**src/design/brle_pkg.sv**
```systemverilog
`default_nettype none

package brle_pkg;

  localparam int RunW     = 16;
  localparam int ByteBits = 8;
  localparam int NbW      = 4;
  localparam int MaxRes   = ByteBits + 1;
  localparam int ResCntW  = $clog2(MaxRes + 1);

  localparam logic [RunW-1:0] MaxRunsReset = 16'd512;
  localparam logic [NbW-1:0]  NbMax        = 4'(ByteBits);

  // register index of max_runs
  localparam logic RegMaxRuns = 1'b0;

  typedef struct packed {
    logic [RunW-1:0] count;
    logic            value;
    logic [RunW-1:0] emitted;
  } brle_state_t;

  typedef struct packed {
    logic [RunW-1:0] len;
    logic            last;
  } brle_run_t;

  typedef struct packed {
    brle_run_t [MaxRes-1:0] runs;
    logic [ResCntW-1:0]     n_runs;
    brle_state_t            state;
  } brle_step_t;

  localparam brle_state_t StateReset = '{count: '0, value: 1'b1, emitted: '0};

endpackage

`default_nettype wire

```
**src/design/bitmap_run_length_encoder.sv**
```systemverilog
// channel  dir  handshake           payload
// in_      in   tvalid/tready       tdata[7:0] bit_byte, [11:8] valid_bits; tlast end_of_bitmap
// out_     out  tvalid/tready       tdata[15:0] run_length; tlast last_run
// cfg_     in   apb, pready high    reg 0 at 0x0: max_runs[15:0]
//
// each input beat is folded into the run state in its accept cycle and its
// runs (up to nine) land in a result buffer that drains one beat per cycle
// while out_tready is high. a new byte is taken when the buffer is empty or
// sends its last run now, so the output drain sets the pace of input bytes.
// rst_n is synchronous: run state cleared, max_runs back to 512.

`default_nettype none

module bitmap_run_length_encoder
  import brle_pkg::*;
(
  input  wire         clk,
  input  wire         rst_n,

  input  wire         in_tvalid,
  output logic        in_tready,
  input  wire  [15:0] in_tdata,   // bit_byte[7:0], valid_bits[11:8], zero pad
  input  wire         in_tlast,

  output logic        out_tvalid,
  input  wire         out_tready,
  output logic [15:0] out_tdata,  // run_length[15:0]
  output logic        out_tlast,

  input  wire         cfg_psel,
  input  wire         cfg_penable,
  input  wire         cfg_pwrite,
  input  wire  [2:0]  cfg_paddr,
  input  wire  [31:0] cfg_pwdata,
  output logic [31:0] cfg_prdata,
  output logic        cfg_pready
);

  brle_state_t              state_r, state_nxt;
  logic [RunW-1:0]          max_runs_r, max_runs_nxt;
  brle_run_t [MaxRes-1:0]   buf_r, buf_nxt;
  logic [ResCntW-1:0]       cnt_r, cnt_nxt;
  brle_step_t               step;
  logic                     accept;
  logic                     pop;
  logic                     cfg_wr;

  brle_step u_step (
    .cur           (state_r),
    .max_runs      (max_runs_r),
    .bit_byte      (in_tdata[7:0]),
    .valid_bits    (in_tdata[11:8]),
    .end_of_bitmap (in_tlast),
    .res           (step)
  );

  assign cfg_pready = 1'b1;
  assign cfg_wr     = cfg_psel && cfg_penable && cfg_pwrite && cfg_pready;
  assign cfg_prdata = (cfg_paddr[2] == RegMaxRuns) ? {16'd0, max_runs_r} : 32'd0;

  assign out_tvalid = (cnt_r != '0);
  assign out_tdata  = buf_r[0].len;
  assign out_tlast  = buf_r[0].last;
  assign pop        = out_tvalid && out_tready;

  // take a byte when the buffer is empty or its final run leaves this cycle
  assign in_tready  = (cnt_r == '0) || ((cnt_r == ResCntW'(1)) && out_tready);
  assign accept     = in_tvalid && in_tready;

  always_comb begin
    buf_nxt = buf_r;
    cnt_nxt = cnt_r;
    state_nxt = state_r;
    max_runs_nxt = max_runs_r;
    if (accept) begin
      buf_nxt = step.runs;
      cnt_nxt = step.n_runs;
      state_nxt = step.state;
    end else if (pop) begin
      for (int i = 0; i < MaxRes - 1; i++) begin
        buf_nxt[i] = buf_r[i+1];
      end
      cnt_nxt = cnt_r - 1'b1;
    end
    if (cfg_wr && cfg_paddr[2] == RegMaxRuns) begin
      max_runs_nxt = cfg_pwdata[RunW-1:0];
    end
  end

  always_ff @(posedge clk) begin
    if (!rst_n) begin
      cnt_r <= '0;
      state_r <= StateReset;
      max_runs_r <= MaxRunsReset;
    end else begin
      cnt_r <= cnt_nxt;
      state_r <= state_nxt;
      max_runs_r <= max_runs_nxt;
    end
  end

  always_ff @(posedge clk) begin
    buf_r <= buf_nxt;
  end

endmodule

`default_nettype wire

```
**src/design/brle_step.sv**
```systemverilog
`default_nettype none

module brle_step
  import brle_pkg::*;
(
  input  wire brle_state_t     cur,
  input  wire [RunW-1:0]       max_runs,
  input  wire [ByteBits-1:0]   bit_byte,
  input  wire [NbW-1:0]        valid_bits,
  input  wire                  end_of_bitmap,
  output brle_step_t           res
);

  logic [NbW-1:0]     nb;
  logic [RunW-1:0]    room;
  logic [NbW-1:0]     allowed;
  logic [NbW-1:0]     n_emit;
  logic [NbW-1:0]     cnt;
  logic [NbW-1:0]     lead;
  logic               val;
  logic [RunW-1:0]    open_len;

  always_comb begin
    nb = (valid_bits > NbMax) ? NbMax : valid_bits;
    room = max_runs - cur.emitted;
    if (cur.emitted >= max_runs) begin
      allowed = '0;
    end else if (room > RunW'(ByteBits)) begin
      allowed = NbMax;
    end else begin
      allowed = room[NbW-1:0];
    end

    res = '0;
    n_emit = '0;
    cnt = '0;
    lead = '0;
    val = cur.value;

    // bits of the open run seen in this byte live in cnt; the first close
    // of the byte also closes the run carried in from earlier bytes
    for (int i = 0; i < ByteBits; i++) begin
      if (NbW'(i) < nb && n_emit != allowed) begin
        if (bit_byte[i] == val) begin
          cnt = cnt + 1'b1;
        end else begin
          if (n_emit == '0) begin
            lead = cnt;
          end else begin
            res.runs[n_emit[NbW-1:0]].len = RunW'(cnt);
          end
          n_emit = n_emit + 1'b1;
          cnt = NbW'(1);
          val = bit_byte[i];
        end
      end
    end

    if (n_emit != '0) begin
      res.runs[0].len = cur.count + RunW'(lead);
    end
    open_len = (n_emit == '0) ? cur.count + RunW'(cnt) : RunW'(cnt);

    if (end_of_bitmap) begin
      res.runs[n_emit].len = open_len;
      res.runs[n_emit].last = 1'b1;
      res.n_runs = ResCntW'(n_emit) + 1'b1;
      res.state = StateReset;
    end else begin
      res.n_runs = ResCntW'(n_emit);
      res.state.count = open_len;
      res.state.value = val;
      res.state.emitted = cur.emitted + RunW'(n_emit);
    end
  end

endmodule

`default_nettype wire
```
**config.mk**
```make
export PLATFORM = sky130hd
export DESIGN_NAME = bitmap_run_length_encoder
export DESIGN_NICKNAME = d
export VERILOG_FILES = /design/src/design/brle_pkg.sv /design/src/design/bitmap_run_length_encoder.sv /design/src/design/brle_step.sv
export SDC_FILE = /design/constraint.sdc
export NUM_CORES = 1
export LEC_CHECK = 0
export BUFFER_PORTS_ARGS = -buffer_cell sky130_fd_sc_hd__buf_2
export CORE_MARGIN = 2
export CORE_UTILIZATION = 39
export DETAILED_ROUTE_END_ITERATION = 6
export GPL_TIMING_DRIVEN = 0
export PLACE_DENSITY = 0.6
export SKIP_LAST_GASP = 1
export SLEW_MARGIN = 20
export SYNTH_ARGS = -nofsm -noshare
export SYNTH_HDL_FRONTEND = slang
export SYNTH_HIERARCHICAL = 1
export SYNTH_SLANG_ARGS = --single-unit
export TNS_END_PERCENT = 50
```
**constraint.sdc**
```tcl
create_clock -name clk -period 12.1 [get_ports clk]
set_input_delay 1.21 -clock clk [delete_from_list [all_inputs] [get_ports clk]]
set_output_delay 1.21 -clock clk [all_outputs]
set_load 0.005 [all_outputs]
```
==> impl_metrics.env <==
export IMPL_yosys_warnings=6
export IMPL_clk_pin_slew_ns=0.06
export IMPL_post_drt_wl_per_cell_um=18.4
export IMPL_detail_route_antenna_nets=0
export IMPL_cp_common_cell="ha_1"
export IMPL_clock_fmax_mhz=85.9
export IMPL_outcome="complete, no violations"
export IMPL_cts_root_buffer="clkbuf_16"
export IMPL_rr_worst_depth=45
export IMPL_synth_edf_count=153
export IMPL_htreeDepth=1
export IMPL_core_area_mm2=0.0442
export IMPL_grt_pass1_vias=14517
export IMPL_clkLatencyLatePin_ns=0.56
export IMPL_gp_congestion=0.905
export IMPL_crit_path_max_fanout=10
export IMPL_crit_required_ns=12.40
export IMPL_worstMarginPinSlew_ns=1.05
export IMPL_drv_cap=0
export IMPL_cts_tree="built"
export IMPL_first_pass_iters=7
export IMPL_period_share_pct=96.3
export IMPL_final_core_util_pct=46.6
export IMPL_nets=2183
export IMPL_crit_type="reg -> reg"
export IMPL_cp_num_cells=45
export IMPL_netlist_instances=1873
export IMPL_grt_max_degree=61
export IMPL_vias_per_cell=5.53
export IMPL_floorplan_die_width_um=216
export IMPL_slew_limit_headroom_pct=29.8
export IMPL_ios=111
export IMPL_cts_hold_buffers=0
export IMPL_cts_buffers=25
export IMPL_mostFrequentLayoutCells="165 x nor2_1, 153 x edfxtp_1, 147 x nand2_1, 130 x mux2_4, 124 x buf_4"
export IMPL_holdCritPathClass="reg -> reg"
export IMPL_antenna_found_initial=0
export IMPL_initial_core_util_pct=39.6
export IMPL_cp_slowest_cell="or4_4"
export IMPL_die_h_um=216
export IMPL_final_design_area_no_fill_mm2=0.0206
export IMPL_die_area_mm2=0.0466
export IMPL_clockBufferDepth=3
export IMPL_crit_buf_inv=7
export IMPL_cp_arrival_ns=11.95
export IMPL_synthToLayoutAreaGrowth_pct=17.8
export IMPL_wirelength_um=49300
export IMPL_end_kind="flop"
export IMPL_syn_area_per_cell_um2=9.35
export IMPL_synth_area_mm2=0.0175
export IMPL_grt_first_pass_wirelength_um=78000
export IMPL_crit_family="compound AO/OA/AOI/OAI gates"
export IMPL_antenna_cells_inserted=0
export IMPL_synthFlopType="edfxtp_1"
export IMPL_min_period_ns=11.65
export IMPL_drv_slew=0
export IMPL_io_buffer_count=67
export IMPL_gr_total_overflow=0
export IMPL_drcViolationCount=0
export IMPL_hold_ws_ns=0.481
export IMPL_via_count=14829
export IMPL_hpwl_um=37900
export IMPL_dpl_cell_area_mm2=0.0189
export IMPL_grtUsageTotal_pct=20.6
export IMPL_fin_worst_skew_ns=0.0195
export IMPL_ys_async_sr_fraction_pct=0
export IMPL_final_hold_viol_count=0
export IMPL_ys_types=106
export IMPL_rows=77
export IMPL_setup_viol=0
export IMPL_reg2reg_slack_ns=0.45
export IMPL_ys_seq_elements=206
export IMPL_drive_gt1_share_pct=26.6
export IMPL_cts_sinks=206
export IMPL_final_common_cell="nor2_1"
export IMPL_seq_area_frac_synth_pct=32.3
export IMPL_hold_depth=2
export IMPL_drt_initial_drc_count=1186
export IMPL_crit_path_start_kind="flop"
export IMPL_slowest_delay_ns=0.53
-- logic make-up (layout without fill, tap and decap cells) --
group	Yosys count	count (layout)	share of synthesized area, %
adders and majority gates	53	53	3.96
AOI/OAI and AO/OA	450	450	18.0
buffers and inverters	264	406	8.56
xor gates and xnor gates	68	68	3.57
and+or+nand+nor	614	614	17.3
muxes	215	215	16.2
other	3	77	0.0643
DFF	206	206	32.3
-- routing by layer --
layer | track usage [%] | vias up | part of all wire, %
li1 | - | 7136 | -
met5 | 0 | - | 0
met2 | 35.1 | 401 | 48
met4 | 6.16 | 0 | 2.7
met1 | 27.4 | 7206 | 45
met3 | 2.37 | 86 | 4.4
-- metrics by stage --
stage / setup slack (ns) / std cells / TNS [ns]
final: 0.452 / 2681 / 0
after global routing: -0.0145 / 2681 / -0.0354
after CTS: 0.0192 / 2666 / 0
after detailed placement: -2.05 / 2608 / -160.55
after global placement: -2.03 / 2606 / -143.64
after floorplan: 0.848 / 1947 / 0
-- flip-flops by register name, summed over array words and instances, names as in the netlist --
register,count
state_r,33
out_tdata,16
out_tlast,1
max_runs_r,16
cnt_r,4
buf_r,136
-- final timing paths --
kind / from / endpoint
max: state_r[0] / out_tdata[6]
min: state_r[11] / state_r[11]
max reg2reg: state_r[0] / out_tdata[6]
min reg2reg: state_r[11] / state_r[11]
-- tightest hold or removal path, cell delays in order (launching register included) --
cell	delay, ns
dfxtp_1	0.31
o21ai_1	0.07
a21oi_1	0.06
-- cell usage after synthesis (6+ instances only) --
cell | instances | area, um^2
dfxtp_1 | 53 | 1060
buf_6 | 16 | 180
and4_1 | 6 | 52.6
o211ai_1 | 17 | 128
o21ai_0 | 79 | 395
o2111ai_1 | 7 | 61.3
mux2_4 | 129 | 1940
ha_1 | 49 | 613
nand3_1 | 80 | 400
a311oi_1 | 6 | 52.6
o21ai_1 | 16 | 80.1
nor4_1 | 13 | 81.3
a221oi_1 | 12 | 105
a21oi_1 | 118 | 591
xor2_1 | 25 | 219
and3_1 | 20 | 125
a21o_1 | 20 | 150
nand4_1 | 18 | 113
nand2_1 | 147 | 552
a22oi_1 | 6 | 45.0
xnor2_1 | 40 | 350
mux2i_1 | 66 | 661
o21a_1 | 12 | 90.1
o22ai_1 | 8 | 50.1
nor3_1 | 32 | 160
buf_1 | 6 | 22.5
o31ai_1 | 9 | 67.6
buf_2 | 25 | 125
o221ai_1 | 6 | 52.6
or3_1 | 10 | 62.6
nor2_1 | 168 | 631
nor2b_1 | 33 | 206
a211o_1 | 7 | 61.3
a31oi_1 | 14 | 87.6
a211oi_1 | 23 | 173
clkbuf_1 | 49 | 184
nor3b_1 | 8 | 60.1
or2_2 | 11 | 68.8
inv_1 | 69 | 259
buf_4 | 95 | 713
and2_1 | 19 | 119
mux2_2 | 17 | 191
nand2b_1 | 15 | 93.8
edfxtp_1 | 153 | 4590
a32oi_1 | 7 | 61.3
-- repair_timing --
item	4_1_cts	5_1_grt
buffers inserted	16	16
pin swaps	8	15
endpoints found under the setup margin	126	115
resized for setup	57	67
-- area by class of cell --
type | instances | area [um^2]
well taps | 592 | 741
repair buffers | 102 | 684
fillers | 4179 | 23600
flip-flops and latches | 206 | 5660
multi-input cells | 1477 | 11300
clock inverters | 11 | 100
inverters | 73 | 274
plain buffers | 186 | 1230
clock buffers | 34 | 673
Power is left out: the tool's default activity adds up to more than one toggle a clock period on the data nets, which glitch-free logic cannot reach.
